File: config.mk
export PLATFORM = sky130hd
export DESIGN_NAME = udp_ipv4_tunnel_encap_decap_top
export DESIGN_NICKNAME = d
export VERILOG_FILES = /design/src/rtl/udptun_pkg.sv /design/src/rtl/udptun_front.sv /design/src/rtl/udptun_queue.sv /design/src/rtl/udptun_back.sv /design/src/rtl/udp_ipv4_tunnel_encap_decap_top.sv
export SDC_FILE = /design/constraint.sdc
export NUM_CORES = 2
export LEC_CHECK = 0
export BUFFER_PORTS_ARGS = -buffer_cell sky130_fd_sc_hd__buf_4
export CAP_MARGIN = 40
export CORE_UTILIZATION = 33
export DETAILED_ROUTE_END_ITERATION = 10
export HOLD_SLACK_MARGIN = 0.03
export SKIP_LAST_GASP = 1
export SYNTH_ARGS = -nofsm -noshare
export SYNTH_HDL_FRONTEND = slang
export SYNTH_SLANG_ARGS = --single-unit
File: constraint.sdc
create_clock -name clk -period 18.6 [get_ports clk]
set_input_delay 0.93 -clock clk [delete_from_list [all_inputs] [get_ports clk]]
set_output_delay 0.93 -clock clk [all_outputs]
set_load 0.03 [all_outputs]
File: src/rtl/udptun_pkg.sv
// Shared types and constants for the UDP/IPv4 tunnel encap/decap block.
`timescale 1ns / 1ps
package udptun_pkg;

	localparam int unsigned QUEUE_DEPTH_DEF = 4;

	localparam logic [2:0] REG_SOURCE_ADDRESS = 3'd0;
	localparam logic [2:0] REG_DEST_ADDRESS = 3'd1;
	localparam logic [2:0] REG_SOURCE_PORT = 3'd2;
	localparam logic [2:0] REG_DEST_PORT = 3'd3;
	localparam logic [2:0] REG_USE_DEST_ANNOT = 3'd4;
	localparam logic [2:0] REG_UDP_CSUM_EN = 3'd5;

	localparam logic CMD_ENCAP = 1'b0;
	localparam logic CMD_DECAP = 1'b1;

	localparam logic PORT_HEADER = 1'b0;
	localparam logic PORT_DECAP = 1'b1;

	localparam logic [16:0] MAX_PAYLOAD_BYTES = 17'd65507;
	localparam logic [16:0] BYTE_COUNT_MAX = 17'h1FFFF;
	localparam logic [16:0] TUNNEL_HDR_BYTES = 17'd28;
	localparam logic [16:0] UDP_HDR_BYTES = 17'd8;
	localparam logic [7:0] IPV4_TTL = 8'd250;
	localparam logic [7:0] IPV4_PROTO_UDP = 8'd17;
	localparam logic [15:0] IPV4_VER_IHL_TOS = 16'h4500;

	// header word positions
	localparam logic [2:0] HW_LEN = 3'd0;
	localparam logic [2:0] HW_IDENT = 3'd1;
	localparam logic [2:0] HW_PROTO = 3'd2;
	localparam logic [2:0] HW_SRC = 3'd3;
	localparam logic [2:0] HW_DST = 3'd4;
	localparam logic [2:0] HW_PORTS = 3'd5;
	localparam logic [2:0] HW_UDP = 3'd6;

	typedef struct packed {
		logic [31:0] source_address;
		logic [31:0] dest_address;
		logic [15:0] source_port;
		logic [15:0] dest_port;
		logic        use_dest_annotation;
		logic        udp_checksum_enable;
	} cfg_t;

	// one queued job: a decap word to pass on, or an encap header to build
	typedef struct packed {
		logic        cmd;
		logic [31:0] word;   // decap data word, or destination address for encap
		logic        last;
		logic [2:0]  nb;
		logic [16:0] bytes;
		logic [31:0] sum;
		logic [15:0] ident;
		logic [15:0] dport;
	} job_t;

endpackage

File: src/rtl/udptun_front.sv
// Front end: accepts packet words, keeps payload sum/count and decap position, queues jobs.
`timescale 1ns / 1ps
module udptun_front (
	input  logic               clk,
	input  logic               arst_n,
	input  udptun_pkg::cfg_t   cfg,
	input  logic               clr_learn,
	input  logic               in_valid,
	output logic               in_ready,
	input  logic               command,
	input  logic [31:0]        data_word,
	input  logic               last_word,
	input  logic [2:0]         bytes_valid,
	input  logic [31:0]        annotated_dest,
	input  logic               q_full,
	output logic               q_push,
	output udptun_pkg::job_t   q_data
);
	import udptun_pkg::*;

	localparam logic [2:0] IDX_LEARN = 3'd5;
	localparam logic [2:0] IDX_PASS = 3'd7;

	logic [15:0] ip_ident_q;
	logic [15:0] learned_port_q;
	logic [16:0] payload_bytes_q;
	logic [31:0] payload_sum_q;
	logic [2:0]  decap_idx_q;

	logic        acc;
	logic [2:0]  nb_eff;
	logic [31:0] masked;
	logic [16:0] half_sum;
	logic [32:0] sum_ext;
	logic [31:0] sum_next;
	logic [17:0] bytes_ext;
	logic [16:0] bytes_next;
	logic [15:0] dport;

	assign in_ready = !q_full;
	assign acc = in_valid && in_ready;

	always_comb begin
		nb_eff = 3'd4;
		if (last_word && bytes_valid >= 3'd1 && bytes_valid <= 3'd3) begin
			nb_eff = bytes_valid;
		end
		case (nb_eff)
			3'd1: masked = data_word & 32'hFF00_0000;
			3'd2: masked = data_word & 32'hFFFF_0000;
			3'd3: masked = data_word & 32'hFFFF_FF00;
			default: masked = data_word;
		endcase
	end

	assign half_sum = {1'b0, masked[31:16]} + {1'b0, masked[15:0]};
	assign sum_ext = {1'b0, payload_sum_q} + {16'b0, half_sum};
	assign sum_next = sum_ext[31:0] + {31'b0, sum_ext[32]};
	assign bytes_ext = {1'b0, payload_bytes_q} + {15'b0, nb_eff};
	assign bytes_next = bytes_ext[17] ? BYTE_COUNT_MAX : bytes_ext[16:0];
	assign dport = (cfg.dest_port != 16'd0) ? cfg.dest_port : learned_port_q;

	assign q_push = acc && ((command == CMD_DECAP && decap_idx_q == IDX_PASS) ||
		(command == CMD_ENCAP && last_word));

	always_comb begin
		q_data.cmd = command;
		q_data.word = (command == CMD_DECAP) ? data_word :
			(cfg.use_dest_annotation ? annotated_dest : cfg.dest_address);
		q_data.last = last_word;
		q_data.nb = nb_eff;
		q_data.bytes = bytes_next;
		q_data.sum = sum_next;
		q_data.ident = ip_ident_q;
		q_data.dport = dport;
	end

	always_ff @(posedge clk or negedge arst_n) begin
		if (!arst_n) begin
			ip_ident_q <= '0;
			learned_port_q <= '0;
			payload_bytes_q <= '0;
			payload_sum_q <= '0;
			decap_idx_q <= '0;
		end else begin
			if (clr_learn) begin
				learned_port_q <= '0;
			end else if (acc && command == CMD_DECAP && decap_idx_q == IDX_LEARN &&
				cfg.dest_port == 16'd0 && learned_port_q == 16'd0) begin
				learned_port_q <= data_word[31:16];
			end
			if (acc && command == CMD_DECAP) begin
				if (last_word) begin
					decap_idx_q <= '0;
				end else if (decap_idx_q != IDX_PASS) begin
					decap_idx_q <= decap_idx_q + 3'd1;
				end
			end
			if (acc && command == CMD_ENCAP) begin
				if (last_word) begin
					payload_bytes_q <= '0;
					payload_sum_q <= '0;
					ip_ident_q <= ip_ident_q + 16'd1;
				end else begin
					payload_bytes_q <= bytes_next;
					payload_sum_q <= sum_next;
				end
			end
		end
	end

	a_encap_clear: assert property (@(posedge clk) disable iff (!arst_n)
		acc && command == CMD_ENCAP && last_word |=>
		payload_bytes_q == 17'd0 && payload_sum_q == 32'd0)
		else $error("payload totals not cleared after packet end");
	a_push_room: assert property (@(posedge clk) disable iff (!arst_n)
		q_push |-> !q_full)
		else $error("job pushed into full queue");
	a_idx_adv: assert property (@(posedge clk) disable iff (!arst_n)
		acc && command == CMD_DECAP && !last_word |=> decap_idx_q != 3'd0)
		else $error("decap position failed to advance");
	a_learn_clr: assert property (@(posedge clk) disable iff (!arst_n)
		clr_learn |=> learned_port_q == 16'd0)
		else $error("learned port not cleared on dest_port write");

endmodule

File: src/rtl/udptun_queue.sv
// Job queue between the front end and the header/stream back end.
`timescale 1ns / 1ps
module udptun_queue #(
	parameter int unsigned DEPTH = udptun_pkg::QUEUE_DEPTH_DEF
) (
	input  logic             clk,
	input  logic             arst_n,
	input  logic             push,
	input  udptun_pkg::job_t push_data,
	output logic             full,
	input  logic             pop,
	output logic             empty,
	output udptun_pkg::job_t head
);
	import udptun_pkg::*;

	localparam int unsigned PTR_W = (DEPTH > 1) ? $clog2(DEPTH) : 1;
	localparam int unsigned CNT_W = $clog2(DEPTH + 1);
	localparam logic [PTR_W-1:0] PTR_LAST = PTR_W'(DEPTH - 1);
	localparam logic [CNT_W-1:0] CNT_FULL = CNT_W'(DEPTH);

	job_t             entry_q [DEPTH];
	logic [PTR_W-1:0] wr_ptr_q;
	logic [PTR_W-1:0] rd_ptr_q;
	logic [CNT_W-1:0] count_q;

	assign full = (count_q == CNT_FULL);
	assign empty = (count_q == '0);
	assign head = entry_q[rd_ptr_q];

	always_ff @(posedge clk) begin
		if (push) begin
			entry_q[wr_ptr_q] <= push_data;
		end
	end

	always_ff @(posedge clk or negedge arst_n) begin
		if (!arst_n) begin
			wr_ptr_q <= '0;
			rd_ptr_q <= '0;
			count_q <= '0;
		end else begin
			if (push) begin
				wr_ptr_q <= (wr_ptr_q == PTR_LAST) ? '0 : wr_ptr_q + 1'b1;
			end
			if (pop) begin
				rd_ptr_q <= (rd_ptr_q == PTR_LAST) ? '0 : rd_ptr_q + 1'b1;
			end
			if (push && !pop) begin
				count_q <= count_q + 1'b1;
			end else if (pop && !push) begin
				count_q <= count_q - 1'b1;
			end
		end
	end

	a_no_overflow: assert property (@(posedge clk) disable iff (!arst_n)
		push |-> !full)
		else $error("queue overflow");
	a_no_underflow: assert property (@(posedge clk) disable iff (!arst_n)
		pop |-> !empty)
		else $error("queue underflow");
	a_count_range: assert property (@(posedge clk) disable iff (!arst_n)
		count_q <= CNT_FULL)
		else $error("queue count out of range");

endmodule

File: src/rtl/udptun_back.sv
// Back end: builds the seven header words with checksums, passes decap words, output register.
`timescale 1ns / 1ps
module udptun_back (
	input  logic             clk,
	input  logic             arst_n,
	input  udptun_pkg::cfg_t cfg,
	input  logic             q_empty,
	input  udptun_pkg::job_t q_head,
	output logic             q_pop,
	output logic             out_valid,
	input  logic             out_ready,
	output logic [31:0]      out_word,
	output logic             out_last,
	output logic [2:0]       out_bytes_valid,
	output logic             out_port,
	output logic             oversize
);
	import udptun_pkg::*;

	localparam logic [16:0] IP_CONST_SUM = {1'b0, IPV4_VER_IHL_TOS} + {1'b0, IPV4_TTL, IPV4_PROTO_UDP};

	logic        job_valid_s1;
	job_t        job_s1;
	logic [2:0]  k_q;
	logic [15:0] tot_len_s1;
	logic [15:0] udp_len_s1;
	logic        over_s1;
	logic [18:0] ip_acc_q;
	logic [19:0] udp_acc_q;

	logic        out_valid_q;
	logic [31:0] out_word_q;
	logic        out_last_q;
	logic [2:0]  out_nb_q;
	logic        out_port_q;
	logic        oversize_q;

	logic        out_load;
	logic        emit;
	logic        job_done;
	logic [16:0] tot_ext;
	logic [16:0] udp_ext;
	logic [16:0] ip_fold2;
	logic [15:0] ip_csum;
	logic [15:0] udp_c;
	logic [15:0] udp_field;
	logic [31:0] word_c;
	logic        last_c;
	logic [2:0]  nb_c;
	logic        port_c;
	logic        over_c;

	assign out_load = !out_valid_q || out_ready;
	assign emit = job_valid_s1 && out_load;
	assign job_done = emit && (job_s1.cmd == CMD_DECAP || k_q == HW_UDP);
	assign q_pop = !q_empty && (!job_valid_s1 || job_done);

	assign tot_ext = q_head.bytes + TUNNEL_HDR_BYTES;
	assign udp_ext = q_head.bytes + UDP_HDR_BYTES;

	assign ip_fold2 = {1'b0, ip_acc_q[15:0]} + {16'b0, ip_acc_q[16]};
	assign ip_csum = ~ip_fold2[15:0];
	assign udp_c = ~udp_acc_q[15:0];
	assign udp_field = !cfg.udp_checksum_enable ? 16'h0000 :
		((udp_c == 16'h0000) ? 16'hFFFF : udp_c);

	always_comb begin
		last_c = 1'b0;
		nb_c = 3'd4;
		port_c = PORT_HEADER;
		over_c = over_s1;
		case (k_q)
			HW_LEN: word_c = {IPV4_VER_IHL_TOS, tot_len_s1};
			HW_IDENT: word_c = {job_s1.ident, 16'h0000};
			HW_PROTO: word_c = {IPV4_TTL, IPV4_PROTO_UDP, ip_csum};
			HW_SRC: word_c = cfg.source_address;
			HW_DST: word_c = job_s1.word;
			HW_PORTS: word_c = {cfg.source_port, job_s1.dport};
			HW_UDP: begin
				word_c = {udp_len_s1, udp_field};
				last_c = 1'b1;
			end
			default: word_c = job_s1.word;
		endcase
		if (job_s1.cmd == CMD_DECAP) begin
			word_c = job_s1.word;
			last_c = job_s1.last;
			nb_c = job_s1.nb;
			port_c = PORT_DECAP;
			over_c = 1'b0;
		end
	end

	always_ff @(posedge clk) begin
		if (q_pop) begin
			job_s1 <= q_head;
			tot_len_s1 <= tot_ext[15:0];
			udp_len_s1 <= udp_ext[15:0];
			over_s1 <= (q_head.bytes > MAX_PAYLOAD_BYTES);
			ip_acc_q <= {2'b0, IP_CONST_SUM} + {3'b0, q_head.ident} +
				{3'b0, q_head.word[31:16]} + {3'b0, q_head.word[15:0]};
			udp_acc_q <= {4'b0, q_head.sum[31:16]} + {4'b0, q_head.sum[15:0]} +
				{4'b0, q_head.word[31:16]} + {4'b0, q_head.word[15:0]} +
				{4'b0, q_head.dport};
		end else if (emit) begin
			case (k_q)
				HW_LEN: begin
					ip_acc_q <= ip_acc_q + {3'b0, tot_len_s1} +
						{3'b0, cfg.source_address[31:16]} + {3'b0, cfg.source_address[15:0]};
					udp_acc_q <= udp_acc_q + {4'b0, cfg.source_address[31:16]} +
						{4'b0, cfg.source_address[15:0]} + {4'b0, cfg.source_port} +
						{12'b0, IPV4_PROTO_UDP};
				end
				HW_IDENT: begin
					ip_acc_q <= {2'b0, {1'b0, ip_acc_q[15:0]} + {14'b0, ip_acc_q[18:16]}};
					udp_acc_q <= udp_acc_q + {3'b0, udp_len_s1, 1'b0};
				end
				HW_PROTO: begin
					udp_acc_q <= {3'b0, {1'b0, udp_acc_q[15:0]} + {13'b0, udp_acc_q[19:16]}};
				end
				HW_SRC: begin
					udp_acc_q <= {4'b0, udp_acc_q[15:0] + {15'b0, udp_acc_q[16]}};
				end
				default: begin
					udp_acc_q <= udp_acc_q;
				end
			endcase
		end
		if (emit) begin
			out_word_q <= word_c;
			out_last_q <= last_c;
			out_nb_q <= nb_c;
			out_port_q <= port_c;
			oversize_q <= over_c;
		end
	end

	always_ff @(posedge clk or negedge arst_n) begin
		if (!arst_n) begin
			job_valid_s1 <= 1'b0;
			k_q <= '0;
			out_valid_q <= 1'b0;
		end else begin
			if (q_pop) begin
				job_valid_s1 <= 1'b1;
				k_q <= HW_LEN;
			end else if (job_done) begin
				job_valid_s1 <= 1'b0;
			end else if (emit) begin
				k_q <= k_q + 3'd1;
			end
			if (emit) begin
				out_valid_q <= 1'b1;
			end else if (out_ready) begin
				out_valid_q <= 1'b0;
			end
		end
	end

	assign out_valid = out_valid_q;
	assign out_word = out_word_q;
	assign out_last = out_last_q;
	assign out_bytes_valid = out_nb_q;
	assign out_port = out_port_q;
	assign oversize = oversize_q;

	a_k_range: assert property (@(posedge clk) disable iff (!arst_n)
		job_valid_s1 && job_s1.cmd == CMD_ENCAP |-> k_q <= HW_UDP)
		else $error("header word index out of range");
	a_decap_no_over: assert property (@(posedge clk) disable iff (!arst_n)
		out_valid_q && out_port_q == PORT_DECAP |-> !oversize_q)
		else $error("oversize flagged on decap word");
	a_hdr_last: assert property (@(posedge clk) disable iff (!arst_n)
		emit && job_s1.cmd == CMD_ENCAP && k_q == HW_UDP |=> out_valid_q && out_last_q)
		else $error("seventh header word not marked last");
	a_pop_avail: assert property (@(posedge clk) disable iff (!arst_n)
		q_pop |-> !q_empty)
		else $error("job taken from empty queue");

endmodule

File: src/rtl/udp_ipv4_tunnel_encap_decap_top.sv
// Top level of the UDP/IPv4 tunnel: configuration registers, front end, job queue, back end.
// A result word on out_* passes through the job queue, job register and output register.
// Throughput: one input word per cycle while in_ready is high; the back end emits one word
// per cycle unless out_ready stalls it; the queue absorbs each seven-word encap header.
// in_ready drops only while the job queue (QUEUE_DEPTH entries) is full.
// Reset clears config (UDP checksum on), ID, learned port, payload totals and decap position.
`timescale 1ns / 1ps
module udp_ipv4_tunnel_encap_decap_top #(
	parameter int unsigned QUEUE_DEPTH = udptun_pkg::QUEUE_DEPTH_DEF
) (
	input  logic        clk,
	input  logic        arst_n,
	input  logic        cfg_we,
	input  logic [2:0]  cfg_index,
	input  logic [31:0] cfg_data,
	input  logic        in_valid,
	output logic        in_ready,
	input  logic        command,
	input  logic [31:0] data_word,
	input  logic        last_word,
	input  logic [2:0]  bytes_valid,
	input  logic [31:0] annotated_dest,
	output logic        out_valid,
	input  logic        out_ready,
	output logic [31:0] out_word,
	output logic        out_last,
	output logic [2:0]  out_bytes_valid,
	output logic        out_port,
	output logic        oversize
);
	import udptun_pkg::*;

	cfg_t cfg_q;
	logic clr_learn;
	logic q_push;
	job_t q_data;
	logic q_full;
	logic q_pop;
	logic q_empty;
	job_t q_head;

	assign clr_learn = cfg_we && (cfg_index == REG_DEST_PORT);

	always_ff @(posedge clk or negedge arst_n) begin
		if (!arst_n) begin
			cfg_q.source_address <= '0;
			cfg_q.dest_address <= '0;
			cfg_q.source_port <= '0;
			cfg_q.dest_port <= '0;
			cfg_q.use_dest_annotation <= 1'b0;
			cfg_q.udp_checksum_enable <= 1'b1;
		end else if (cfg_we) begin
			case (cfg_index)
				REG_SOURCE_ADDRESS: cfg_q.source_address <= cfg_data;
				REG_DEST_ADDRESS: cfg_q.dest_address <= cfg_data;
				REG_SOURCE_PORT: cfg_q.source_port <= cfg_data[15:0];
				REG_DEST_PORT: cfg_q.dest_port <= cfg_data[15:0];
				REG_USE_DEST_ANNOT: cfg_q.use_dest_annotation <= cfg_data[0];
				REG_UDP_CSUM_EN: cfg_q.udp_checksum_enable <= cfg_data[0];
				default: cfg_q <= cfg_q;
			endcase
		end
	end

	udptun_front u_front (
		.clk            (clk),
		.arst_n         (arst_n),
		.cfg            (cfg_q),
		.clr_learn      (clr_learn),
		.in_valid       (in_valid),
		.in_ready       (in_ready),
		.command        (command),
		.data_word      (data_word),
		.last_word      (last_word),
		.bytes_valid    (bytes_valid),
		.annotated_dest (annotated_dest),
		.q_full         (q_full),
		.q_push         (q_push),
		.q_data         (q_data)
	);

	udptun_queue #(
		.DEPTH (QUEUE_DEPTH)
	) u_queue (
		.clk       (clk),
		.arst_n    (arst_n),
		.push      (q_push),
		.push_data (q_data),
		.full      (q_full),
		.pop       (q_pop),
		.empty     (q_empty),
		.head      (q_head)
	);

	udptun_back u_back (
		.clk             (clk),
		.arst_n          (arst_n),
		.cfg             (cfg_q),
		.q_empty         (q_empty),
		.q_head          (q_head),
		.q_pop           (q_pop),
		.out_valid       (out_valid),
		.out_ready       (out_ready),
		.out_word        (out_word),
		.out_last        (out_last),
		.out_bytes_valid (out_bytes_valid),
		.out_port        (out_port),
		.oversize        (oversize)
	);

endmodule

==> qor.yml <==
run_status:
  status: "complete, no violations"
cells_and_area:
  area_growth_pct: 14.5
  nNetsFinal: 4026
  insertedDiodeCount: 0
  drive_above_1_share_pct: 16.7
clock_network:
  clock_latency_ns: 0.68
  cts_tree: "built"
  cts_setup_buffers: 0
  cts_hold_buf: 0
  clock_sinks: 843
  htree_levels: 3
  cts-root-buf: "clkbuf_16"
  cts_buffers: 87
  ctsResizeCount: 0
  path_clk_slew_ns: 0.06
  cts_buffer_depth: 3
global_route:
  grt_usage_pct: 19.4
  grt_max_degree: 132
  grt_pass1_wl_um: 196000
  globalRouteOverflowTotal: 0
  grt_antenna_before_repair: 15
  grt_pass1_vias: 29100
die:
  dieArea_mm2: 0.138
  die_w_um: 372
  core-area_mm2: 0.135
  initial_utilization_pct: 33.3
  die_h_um: 372
  placement_rows: 135
  io_pins: 149
setup_path:
  path_max_fanout: 33
  worstPathRequired_ns: 19.13
  reg2reg_to: "u_back.udp_acc_q[18]"
  start_kind: "primary input"
  cp.arrival_ns: 8.15
  reg2reg_from: "u_queue.rd_ptr_q[0]"
  path_class: "primary input to register"
  end_kind: "register"
  cp_slowest_cell: "or4b_1"
  ff2ff_setup_slack_ns: 11.34
  crit_chain: "buf_4 > o211ai_1 > buf_4 > o21ai_1 > buf_4 > and2_1 > fa_1 > ha_1 > o21ai_1 > or4_4 > and3_4 > a211o_1 > a21oi_1 > nand2_1 > nor3_1 > ha_1 > ha_1 > and3_1 > nand3_1 > nor4b_2 > or4b_1 > nor4_1 > o21ai_0 > o311ai_0"
  r2r_cells: 20
  slowest_delay_ns: 0.64
routing:
  avgViaCountPerCell: 5.43
  totalWireLength_um: 134000
  firstDrtPassIters: 6
  drt_iter0_drc: 3013
  wl_per_cell_um: 24.6
  drcViolationCount: 0
  vias: 29700
  antenna_left: 0
placed_design:
  hpwl_um: 101000
  port_buffers: 148
  place_congestion: 0.911
min_path:
  hold_path.class: "primary input to asynchronous set/reset pin"
yosys:
  synth_ff_type: "edfxtp_1"
  synth_cell_type_count: 84
  synth-adder-area-share_pct: 10.9
  synth_edf_count: 649
  yosysSeqAreaShare_pct: 54.0
  yosysWarnings: 0
  synth_compound_area_share_pct: 9.89
  synth_top_family_by_area: "adder cells"
  synth_xor_xnor_area_share_pct: 4.35
  netlist_area_mm2: 0.0451
  synth_nets: 3871
  syn_inst: 3452
  ys_async_sr_fraction_pct: 23.0
  synth_seq_cells: 843
  synthSimpleGateAreaFrac_pct: 8.19
  syn_avg_cell_area_um2: 13.1
  synthMuxAreaShare_pct: 9.59
timing:
  clock.fmax_mhz: 131
  finClkSkew_ns: 0.0314
  post-route-min-period_ns: 7.61
  final_hold_viol_count: 0
  final.period_utilization_pct: 40.9
  setup_viol: 0
  setup_tns_ns: 0
  final-max-slew-violation-count: 0
  tightest_slew_ns: 0.927
  rsz0062_at_grt: "no"
  max_slew_margin_pct: 38.2
flow_run:
  cap_viol_max_count: 0
-- synthesized netlist by cell type (32+ instances only) --
library cell  instances  share of area [%]
edfxtp_1            649                 43
nand2_1             243                2.0
inv_1               233                1.9
dfrtp_1             193                 11
ha_1                175                4.9
nor2_1              174                1.4
o21ai_0             161                1.8
a21oi_1             156                1.7
fa_1                135                6.0
xnor2_1             128                2.5
mux4_2              118                5.9
clkbuf_1            114               0.95
mux2_2              113                2.8
xor2_1               96                1.9
nand3_1              67               0.74
a21o_1               61                1.0
nor3_1               51               0.57
a31oi_1              42               0.58
mux2i_1              39               0.87
and3_1               32               0.44
-- layout make-up --
type                    count  area, um^2
well taps                1781        2230
clock buffers             121        2420
multi-input cells        2239       19400
clock inverters            42         588
repair buffers            203        1730
flip-flops and latches    843       24400
inverters                 233         880
fillers                 12900       83900
-- placed cells by master (no fill, tap or decap), types with 17 or more instances in the layout --
cell and n:
edfxtp_1 649, nand2_1 242, inv_1 232, buf_4 191
dfrtp_1 190, ha_1 175, nor2_1 171, o21ai_0 161
a21oi_1 154, fa_1 135, xnor2_1 128, mux4_2 118
mux2_2 113, xor2_1 96, clkbuf_16 88, nand3_1 67
a21o_1 61, nor3_1 51, a31oi_1 41, mux2i_1 39
and3_1 31, o21a_1 29, nand4_1 27, and2_1 26
clkbuf_1 24, a222oi_1 22, a211oi_1 19, a22o_1 19
o211ai_1 18, nor2b_1 18, nor4_1 17, o31ai_1 17
-- worst max-delay path: cells and delay by family --
family / cells / cell delay [ns]
and+or+nand+nor: 10 / 3.41
AOI/OAI and AO/OA: 7 / 1.76
buffers and inverters: 3 / 0.80
adders and majority gates: 4 / 1.18
-- through the flow --
step | setup slack [ns] | util [%] | cells | instance area (um^2) | hold WS [ns]
after floorplan | 11.15 | - | 3452 | 45100 | 0.424
after detailed placement | 10.35 | 35.9 | 5299 | 48600 | 0.477
after global placement | 10.08 | 35.7 | 5285 | 48300 | 0.466
after global routing | 10.44 | 38.1 | 5462 | 51600 | 0.213
final | 10.99 | 38.1 | 5462 | 51600 | 0.168
after CTS | 11.02 | 38.1 | 5462 | 51600 | 0.189
-- cell families after synthesis --
logic type	after synthesis
buffers and inverters	370
flip-flops	843
AO/OA/AOI/OAI	677
XOR/XNOR	224
adder cells (fa/ha/maj)	310
multiplexers	270
AND/OR/NAND/NOR	758
-- sequential cells by signal, indices dropped and copies added, names as in the netlist, 14 cells and up --
signal and flops:
u_queue.entry_q 472, u_back.job_s1 69, u_back.tot_len_s1 14, u_front.learned_port_q 16, u_back.out_word 32, u_front.payload_bytes_q 17, u_front.ip_ident_q 16, u_front.payload_sum_q 32
u_back.ip_acc_q 19, u_back.udp_len_s1 16, cfg_q 98, u_back.udp_acc_q 20
-- how the worst max path moves through the flow --
| stage | depth (start not counted) | to | from |
|---|---|---|---|
| 6_report | 24 | u_front.payload_sum_q[26] | last_word |
| 5_1_grt | 25 | u_front.payload_sum_q[26] | last_word |
| 4_1_cts | 25 | u_front.payload_sum_q[26] | last_word |
| 3_5_place_dp | 23 | u_queue.entry_q[1][58] | last_word |
| 3_3_place_gp | 24 | u_queue.entry_q[0][58] | last_word |
| 2_1_floorplan | 27 | u_back.udp_acc_q[16] | u_queue.rd_ptr_q[0] |
-- per-layer routing --
metal  track usage [%]  vias up  part of all wire (%)  routed length (um)
li1                  -    13200                     -                   -
met1              27.8    15200                    44               59700
met2              29.5     1126                    44               59600
met3              3.98      175                   8.5               11500
met4              5.56        2                   2.7                3650
met5                 0        -                0.0082                  11
Power is not shown: default switching activity piles up to over one toggle a cycle in this logic, so the estimate is an artifact.
